`src/sv/bpa_pkg.sv`:
```
// ----------------------------------------------------------------------------
// bpa_pkg : shared types for the bitmap page allocator
// request and response payloads, controller to datapath command and status
// ----------------------------------------------------------------------------
package bpa_pkg;

  localparam int PAGE_W = 20;
  localparam int CNT_W  = 9;

  typedef enum logic {
    CMD_ALLOC = 1'b0,
    CMD_FREE  = 1'b1
  } cmd_e;

  typedef enum logic [1:0] {
    ST_DONE   = 2'd0,
    ST_NO_RUN = 2'd1,
    ST_BAD    = 2'd2
  } status_e;

  typedef enum logic [1:0] {
    RD_ZERO = 2'd0,
    RD_SCAN = 2'd1,
    RD_QUO  = 2'd2,
    RD_RW   = 2'd3
  } rd_sel_e;

  typedef struct packed {
    cmd_e              cmd;
    logic [PAGE_W-1:0] page_index;
    logic [CNT_W-1:0]  page_count;
  } req_t;

  typedef struct packed {
    status_e           status;
    logic [PAGE_W-1:0] first_page;
  } rsp_t;

  typedef struct packed {
    logic    load;
    logic    clr_wr;
    logic    scan_start;
    logic    scan_step;
    logic    free_range;
    logic    alloc_range;
    logic    div_start;
    logic    div_step;
    logic    rmw_init;
    logic    rmw_wr;
    logic    out_load;
    rd_sel_e rd_sel;
    status_e out_status;
  } ctl_cmd_t;

  typedef struct packed {
    logic clr_last;
    logic req_bad;
    logic req_free;
    logic scan_found;
    logic scan_last;
    logic div_last;
    logic rmw_last;
    logic out_ready;
  } ctl_sts_t;

endpackage

```
`src/sv/bpa_ctrl.sv`:
```
// ----------------------------------------------------------------------------
// bpa_ctrl : sequencing for the bitmap page allocator
// clearing pass, request check, word scan, word divide, read-modify-write
// ----------------------------------------------------------------------------
module bpa_ctrl (
  input  logic              clk_i,
  input  logic              rst_ni,
  input  logic              in_valid_i,
  output logic              in_stall_o,
  input  bpa_pkg::ctl_sts_t sts_i,
  output bpa_pkg::ctl_cmd_t cmd_o
);

  typedef enum logic [3:0] {
    S_CLEAR,
    S_IDLE,
    S_CHECK,
    S_SCAN,
    S_DIV_START,
    S_DIV,
    S_RMW_INIT,
    S_RMW_RD,
    S_RMW_WR,
    S_FINISH
  } state_e;

  state_e            state_q, state_d;
  bpa_pkg::status_e  res_q, res_d;

  always_comb begin
    state_d = state_q;
    res_d   = res_q;
    cmd_o   = '0;
    cmd_o.rd_sel     = bpa_pkg::RD_ZERO;
    cmd_o.out_status = res_q;
    case (state_q)
      S_CLEAR: begin
        cmd_o.clr_wr = 1'b1;
        if (sts_i.clr_last) begin
          state_d = S_IDLE;
        end
      end
      S_IDLE: begin
        if (in_valid_i) begin
          cmd_o.load = 1'b1;
          state_d    = S_CHECK;
        end
      end
      S_CHECK: begin
        if (sts_i.req_bad) begin
          res_d   = bpa_pkg::ST_BAD;
          state_d = S_FINISH;
        end else if (sts_i.req_free) begin
          cmd_o.free_range = 1'b1;
          state_d          = S_DIV_START;
        end else begin
          cmd_o.scan_start = 1'b1;
          cmd_o.rd_sel     = bpa_pkg::RD_ZERO;
          state_d          = S_SCAN;
        end
      end
      S_SCAN: begin
        cmd_o.scan_step = 1'b1;
        cmd_o.rd_sel    = bpa_pkg::RD_SCAN;
        if (sts_i.scan_found) begin
          cmd_o.alloc_range = 1'b1;
          state_d           = S_DIV_START;
        end else if (sts_i.scan_last) begin
          res_d   = bpa_pkg::ST_NO_RUN;
          state_d = S_FINISH;
        end
      end
      S_DIV_START: begin
        cmd_o.div_start = 1'b1;
        state_d         = S_DIV;
      end
      S_DIV: begin
        cmd_o.div_step = 1'b1;
        if (sts_i.div_last) begin
          state_d = S_RMW_INIT;
        end
      end
      S_RMW_INIT: begin
        cmd_o.rmw_init = 1'b1;
        cmd_o.rd_sel   = bpa_pkg::RD_QUO;
        state_d        = S_RMW_WR;
      end
      S_RMW_RD: begin
        cmd_o.rd_sel = bpa_pkg::RD_RW;
        state_d      = S_RMW_WR;
      end
      S_RMW_WR: begin
        cmd_o.rmw_wr = 1'b1;
        if (sts_i.rmw_last) begin
          res_d   = bpa_pkg::ST_DONE;
          state_d = S_FINISH;
        end else begin
          state_d = S_RMW_RD;
        end
      end
      S_FINISH: begin
        if (sts_i.out_ready) begin
          cmd_o.out_load = 1'b1;
          state_d        = S_IDLE;
        end
      end
      default: begin
        state_d = S_IDLE;
      end
    endcase
  end

  always_ff @(posedge clk_i or negedge rst_ni) begin
    if (!rst_ni) begin
      state_q <= S_CLEAR;
      res_q   <= bpa_pkg::ST_DONE;
    end else begin
      state_q <= state_d;
      res_q   <= res_d;
    end
  end

  assign in_stall_o = (state_q != S_IDLE);

  a_load_only_idle: assert property (@(posedge clk_i) disable iff (!rst_ni)
    cmd_o.load |=> (state_q == S_CHECK))
    else $error("request load did not lead to the check step");

  a_finish_has_result: assert property (@(posedge clk_i) disable iff (!rst_ni)
    cmd_o.out_load |-> sts_i.out_ready)
    else $error("result loaded while previous result still held");

endmodule

```
`config.mk`:
```
export PLATFORM = sky130hd
export DESIGN_NAME = bpa_ctrl
export DESIGN_NICKNAME = d
export VERILOG_FILES = /design/src/sv/bpa_pkg.sv /design/src/sv/bpa_ctrl.sv
export SDC_FILE = /design/constraint.sdc
export NUM_CORES = 1
export LEC_CHECK = 0
export ABC_CLOCK_PERIOD_IN_PS = 2029
export BUFFER_PORTS_ARGS = -buffer_cell sky130_fd_sc_hd__buf_2
export CORE_UTILIZATION = 45
export DETAILED_ROUTE_END_ITERATION = 12
export PLACE_DENSITY = 0.76
export SYNTH_ARGS = -nofsm -noshare
export SYNTH_HDL_FRONTEND = slang
export SYNTH_SLANG_ARGS = --single-unit
```
`constraint.sdc`:
```
create_clock -name clk_i -period 2.03 [get_ports clk_i]
set_input_delay 0.203 -clock clk_i [delete_from_list [all_inputs] [get_ports clk_i]]
set_output_delay 0.203 -clock clk_i [all_outputs]
set_load 0.005 [all_outputs]
```
### Word level (Yosys, flattened, before mapping)

Index checks and enable logic that the tools add are counted.

| word-level totals | value |
|---|---|
| register bits after elaboration | 6 |
| input bits | 11 |

| cells by class | value |
|---|---|
| eq/ne operators | 19 |
| multiplexer cells | 34 |
| reductions and logical operators | 5 |

Operators by type and width:

| cell | number |
|---|---|
| 4-bit one-hot mux with 9 select lines | 1 |
| 4-bit 2-to-1 mux | 8 |
| 1-bit 2-to-1 mux | 18 |
| 4-bit by 3-bit == test with 1-bit output, second input constant | 4 |
| 2-bit != test, second input constant | 8 |
| 2-bit one-hot mux with 3 select lines | 2 |
| 5-bit AND reduction | 2 |
| 4-bit by 2-bit == test with 1-bit output, second input constant | 2 |
| 4-bit == test, second input constant | 2 |
| 2-bit 2-to-1 mux | 4 |
| 4-bit by 1-bit == test with 1-bit output, second input constant | 1 |
| 4-bit zero test | 1 |
| 4-bit by 1-bit != test with 1-bit output, second input constant | 1 |
| 3-bit 2-to-1 mux | 1 |
| 3-bit != test, second input constant | 1 |
| 3-bit nonzero test | 1 |
| 2-bit OR reduction | 1 |

### Logic depth before layout (Yosys ltp)

Gate-level depths: netlist of run 1.

| depth | value |
|---|---|
| word-level depth | 3 |
| gate-level depth with buffers | 6 |

### Least setup slack after synthesis of run 1

OpenSTA, ideal clock, no wires.

| timing path | value |
|---|---|
| path type | flip-flop to flip-flop |
| start point | reg state_q[3] |
| end point | reg state_q[1] |
| required time | 1956 ps |
| setup time | 74 ps |
| path buffers | 1 |
| setup slack | 604 ps |
| stages on the path, launching flop included | 6 |
| data arrival time | 1352 ps |
| cell sequence | dfrtp_1 -> buf_6 -> or4b_4 -> nor3_4 -> a21oi_2 -> o21ai_2 |

| on the way | value |
|---|---|
| longest elaborated chain between the ends | 3 |
| elaborated cells on any way between the ends | 18 |
| classes of those cells | eq/ne: 14; mux: 1; reduce/logical: 3 |

Ends and longest elaborated chain:

| what | line | source |
|---|---|---|
| from (decl) | bpa_ctrl.sv:27 | `state_e state_q, state_d;` |
| from (signal assigned) | bpa_ctrl.sv:118 | `state_q <= state_d;` |
| 4-bit by 3-bit == test with 1-bit output, or another cell as far along | bpa_ctrl.sv:36 | `case (state_q)` |
| 2-bit OR reduction (no line), or another cell as far along | - |  |
| 4-bit one-hot mux with 9 select lines or 5-bit AND reduction (tied branches) | - |  |

Parallel ways exist; a longest one is shown, timed or not.
A chain may end at the register's enable or synchronous reset.

==> flow_metrics.tcl, run 1 <==
set metrics [dict create \
    fillers 131 \
    cp_slowest_stage_delay_ns 0.56 \
    cts_sinks 6 \
    die_w_um 39.3 \
    vdd_drop_max_mv 0.696 \
    finalSetupViolations 0 \
    synth_top_area_share_pct 24.0 \
    yosysTopAreaCell "dfrtp_1" \
    dp.final_hpwl_um 1180 \
    cap_violations 0 \
    synth_ff_type "dfrtp_1" \
    grt_pass1_wl_um 2410 \
    areaGrowthSynthToFinish_pct 24.8 \
    via_per_inst 5.63 \
    synth_compound_area_share_pct 26.0 \
    hold_ws_ns 0.190 \
    synth_cell_types 39 \
    cts_tree "done" \
    htreeDepth 1 \
    ys_seq_area_share_pct 24.0 \
    async_flop_share_pct 100 \
    slew_violations 0 \
    synth_warnings 0 \
    antenna_found_initial 0 \
    synth_edf_count 0 \
    start_util_pct 48.1 \
    final_cells 118 \
    leakagePower_uw 0.000371 \
    hold_viol 0 \
    utilization_pct 60.0 \
    cts_buffers 3 \
    first_iter_violations 17 \
    clk_pin_slew_ns 0.04 \
    grt_pass1_vias 567 \
    antenna_left 0 \
    syn-mean-instance-area_um2 8.02 \
    synth_fp_nets 89 \
    ios 27 \
    worstPathMaxFanout 13 \
    synth_cells 78 \
    ys_ff_latch 6 \
    diodes 0 \
    cp.arrival_ns 1.59 \
    run_status "finished, final reports clean" \
    track_usage_pct 23.6 \
    clockRootBuffer "clkbuf_4" \
    hold_path_class "input port to flop" \
    place_congestion 0.824 \
    synth_area_um2 626 \
    rsz0062_at_grt "false" \
    min_period_ns 1.79 \
    synthXorXnorAreaFrac_pct 0 \
    clkLatencyLatePin_ns 0.23 \
    core_area_um2 1300 \
    rows 13 \
    endpoint_kind "output port" \
    max-slew-margin-rel_pct 74.4 \
    grt_overflow 0 \
    dp_cells 114 \
    portBuffers 26 \
    crit_type "flop to output port" \
    fin_nets 116 \
    grt_max_degree 20 \
    crit_path_start_kind "flop" \
    synthSimpleGateAreaFrac_pct 40.0 \
    fmax_mhz 559 \
    slowest_stage "or4b_4" \
    wirelength_um 1530 \
    die_area_um2 1540 \
    worst_ep_required_time_ns 1.83 \
    cellPowerDensity_nw_per_um2 1360 \
    synth_fa_ha_area_share_pct 0 \
    synth_area_leaders "dfrtp_1 (24%), nand2b_1 (5.0%), nor2b_1 (5.0%), o32a_1 (4.8%), nor2_1 (4.8%)" \
    synth_top_family_by_area "simple AND/OR/NAND/NOR gates" \
    wl_per_cell_um 13.0 \
    synth.most_common_cell "nor2_1" \
    clock_path_buffers 2 \
    drive_gt1_share_pct 38.8 \
    synth_mux_area_share_pct 1.60 \
    drtPass1Iterations 4 \
    timing.final.crit_share_pct 88.2 \
    tightestPinTransition_ns 0.385 \
    remaining_drc_errors 0 \
    skew_ns 0.00153 \
    die_height_um 39.3 \
    vias 664 \
    crit_chain "or4b_4 > nor3_4 > buf_2" \
    yosys-top-cells-count "nor2_1 (8), dfrtp_1 (6), nand2_1 (5), nand2b_1 (5), nor2b_1 (5)" \
    fin_setup_tns_ns 0 \
]
[routing by layer]
metal / up-vias / share of wire, % / global-route usage (%) / wire, um
met5: - / 0 / 0 / 0
met2: 24 / 48 / 37.5 / 735
li1: 334 / - / - / -
met4: 0 / 1.9 / 11.2 / 29
met1: 302 / 45 / 30.6 / 687
met3: 4 / 5.3 / 4.55 / 82
[cell type report]
class	instances	area, um^2	area share (%)
clock buffer	3	22.5	2.88
multi-input combinational	62	423	54.2
inverter	3	11.3	1.44
tap	15	18.8	2.40
timing repair buffer	29	155	19.9
sequential	6	150	19.2
[flip-flops by register name, indices dropped and copies added, names as in the netlist]
name     flops
res_q        2
state_q      4
[repair_timing]
action | 4_1_cts | 5_1_grt
setup buffers | 0 | 0
endpoints found under the hold margin | 6 | 0
hold buffers | 1 | 0
resized for setup | 0 | 0
[worst max-delay path, delay by kind of cell (launching register included)]
family / cells / cell delay (ns)
flops: 1 / 0.51
simple gates: 2 / 0.70
buf+inv: 1 / 0.14
[kinds of logic after synthesis]
| kind of cell | count (synthesis) |
|---|---|
| compound gates | 20 |
| flops | 6 |
| simple gates | 41 |
| mux | 1 |
| buf+inv | 10 |
[placed cells by master (no fill, tap or decap), drive strengths merged, types with 2 or more instances in the layout]
cell / netlist / routed
buf: 6 / 28
nor2: 8 / 8
o21ai: 7 / 7
dfrtp: 6 / 6
nor2b: 6 / 6
nand2b: 5 / 5
nand2: 5 / 5
nor3: 5 / 5
nor3b: 3 / 3
o32a: 3 / 3
clkbuf: 1 / 3
a21oi: 3 / 3
inv: 3 / 3
and3: 2 / 2
[stage by stage]
step | cell area [um^2] | power (uW) | setup slack (ns)
after floorplan | 626 | 785 | 0.604
after global placement | 748 | 939 | 0.492
after detailed placement | 748 | 957 | 0.451
after CTS | 781 | 1070 | 0.235
after global routing | 781 | 1170 | 0.138
final | 781 | 1060 | 0.239
[power by group]
part | switching (uW) | internal (uW)
Sequential | 67.9 | 172
Combinational | 392 | 326
Clock | 38.1 | 66.5
Total | 498 | 565
[worst paths after layout]
check                            from         end  slack, ns  cells after the start
max                        state_q[0]   cmd_o[12]       0.24                      3
min                          sts_i[0]  state_q[3]       0.19                      2
max reg2reg                state_q[0]  state_q[3]       0.44                      4
min reg2reg                  res_q[0]    res_q[0]       0.50                      1
max in group asynchronous      rst_ni  state_q[2]       1.56                      2
min in group asynchronous      rst_ni  state_q[3]       0.33                      2
(Power assumes the default switching activity.)
==> inputs of run 2 (changes only) <==
Settings changed: CELL_PAD_IN_SITES_DETAIL_PLACEMENT from default to 1, CELL_PAD_IN_SITES_GLOBAL_PLACEMENT from default to 2, CORE_UTILIZATION 45 to 26, PLACE_DENSITY 0.76 to default, PLACE_DENSITY_LB_ADDON from default to 0.1.
==> run 2 against run 1 <==
  * Hold slack worse by 0.0077 ns
  * Core utilization is 24 points lower
  * Critical endpoint unchanged
  * Register-to-register slack worse by 0.02 ns
  * Setup slack worse by 0.067 ns
  * Global-route usage is 7.7 points lower
  * Flip-flop and latch count stayed put
  * Highest routed layer unchanged
  * Sequential power is 6% higher
  * Combinational power is 0.8% higher
  * Fmax is 3.6% lower
  * Die area is 69% higher
  * Count of clock-buffer cells in the layout stayed put
==> flow_metrics.tcl, run 2 (same netlist as run 1, synthesis figures left out) <==
set metrics [dict create \
    final_common_cell "buf_2" \
    endpoint_kind "output port" \
    remaining_drc_errors 0 \
    antenna_found_initial 0 \
    clockRootBuffer "clkbuf_4" \
    core_area_um2 2230 \
    mostFrequentLayoutCells "buf_2 (26), nor2_1 (8), dfrtp_1 (6)" \
    drive_gt1_share_pct 39.4 \
    cts_sinks 6 \
    crit_type "flop to output port" \
    cp.arrival_ns 1.65 \
    start_util_pct 28.0 \
    die_height_um 51.1 \
    finalSetupViolations 0 \
    hold_viol 0 \
    rsz0062_at_grt "false" \
    grt_pass1_wl_um 3070 \
    hold_ws_ns 0.182 \
    final_cell_area_um2 805 \
    pre_cts_slack_ns 0.419 \
    fin_setup_tns_ns 0 \
    leakagePower_uw 0.000376 \
    clock_path_buffers 2 \
    top_register "state_q" \
    setup_ws_ns 0.173 \
    place_congestion 0.746 \
    grt_max_degree 20 \
    tightestPinTransition_ns 0.418 \
    portBuffers 26 \
    ios 27 \
    die_area_um2 2610 \
    htreeDepth 1 \
    cellPowerDensity_nw_per_um2 1360 \
    worstPathMaxFanout 13 \
    areaGrowthSynthToFinish_pct 28.6 \
    cts_tree "done" \
    utilization_pct 36.0 \
    skew_ns 0.00465 \
    fin_nets 117 \
    wirelength_um 1860 \
    cts_buffers 3 \
    ctsResizeCount 0 \
    rows 17 \
    max-slew-margin-rel_pct 72.1 \
    die_w_um 51.1 \
    worst_ep_required_time_ns 1.83 \
    hold_path_class "input port to flop" \
    track_usage_pct 16.0 \
    clkLatencyLatePin_ns 0.24 \
    drtPass1Iterations 3 \
    via_per_inst 5.01 \
    largest_reg_flops 4 \
    timing.final.crit_share_pct 91.5 \
    grt_pass1_vias 634 \
    reg.largest.list "state_q: 4 flops, res_q: 2 flops" \
    min_period_ns 1.86 \
    run_status "finished, final reports clean" \
    cap_violations 0 \
    dp.final_hpwl_um 1470 \
    clk_pin_slew_ns 0.05 \
    crit_path_start_kind "flop" \
    fmax_mhz 538 \
    vias 661 \
    first_iter_violations 7 \
    grt_overflow 0 \
    wl_per_cell_um 14.1 \
    vdd_drop_max_mv 0.470 \
    antenna_left 0 \
    diodes 0 \
    placed_cell_area_um2 772 \
    slew_violations 0 \
]
-- run 2: area by class of cell --
class	count	area (um^2)
timing repair buffer	30	163
fill	288	1430
tap	28	35.0
multi-input combinational	62	423
sequential	6	150
inverter	3	11.3
clock buffer	3	22.5
-- run 2: report_power, final --
part	leakage [uW]	switching [uW]	internal, uW
clock network	0.0000138	46.4	67.1
registers	0.0000771	83.2	172
logic	0.000285	388	336
total	0.000376	517	575
-- run 2: worst max-delay path: stages, from the launching register on --
cell and delay, ns:
dfrtp_1 0.52, or4b_4 0.58, nor3_4 0.16, buf_2 0.14
-- run 2: timing repair --
action | 4_1_cts | 5_1_grt
setup buffers | 0 | 0
hold buffers | 1 | 0
endpoints found under the hold margin | 6 | 0
setup endpoints to repair | 0 | 0
-- run 2: worst paths after layout --
kind,cells past startpoint,slack [ns],end,start
worst max-delay path,3,0.17,cmd_o[12],state_q[0]
worst min-delay path,2,0.18,state_q[3],sts_i[0]
worst max register to register,4,0.42,res_q[1],state_q[0]
worst min register to register,1,0.51,res_q[0],res_q[0]
max in group asynchronous,2,1.55,state_q[2],rst_ni
min in group asynchronous,2,0.32,state_q[3],rst_ni
-- run 2: through the flow --
stage / total power (uW) / instances
3_3_place_gp: 987 / 128
3_5_place_dp: 993 / 128
5_1_grt: 1210 / 132
4_1_cts: 1110 / 132
2_1_floorplan: 785 / 78
6_report: 1090 / 132
-- run 2: metal layers --
metal,up-vias,wire length (um),global-route usage [%]
li1,335,-,-
met3,2,54,1.79
met1,308,922,22.7
met4,0,12,4.17
met5,-,0,0
met2,16,874,25.2
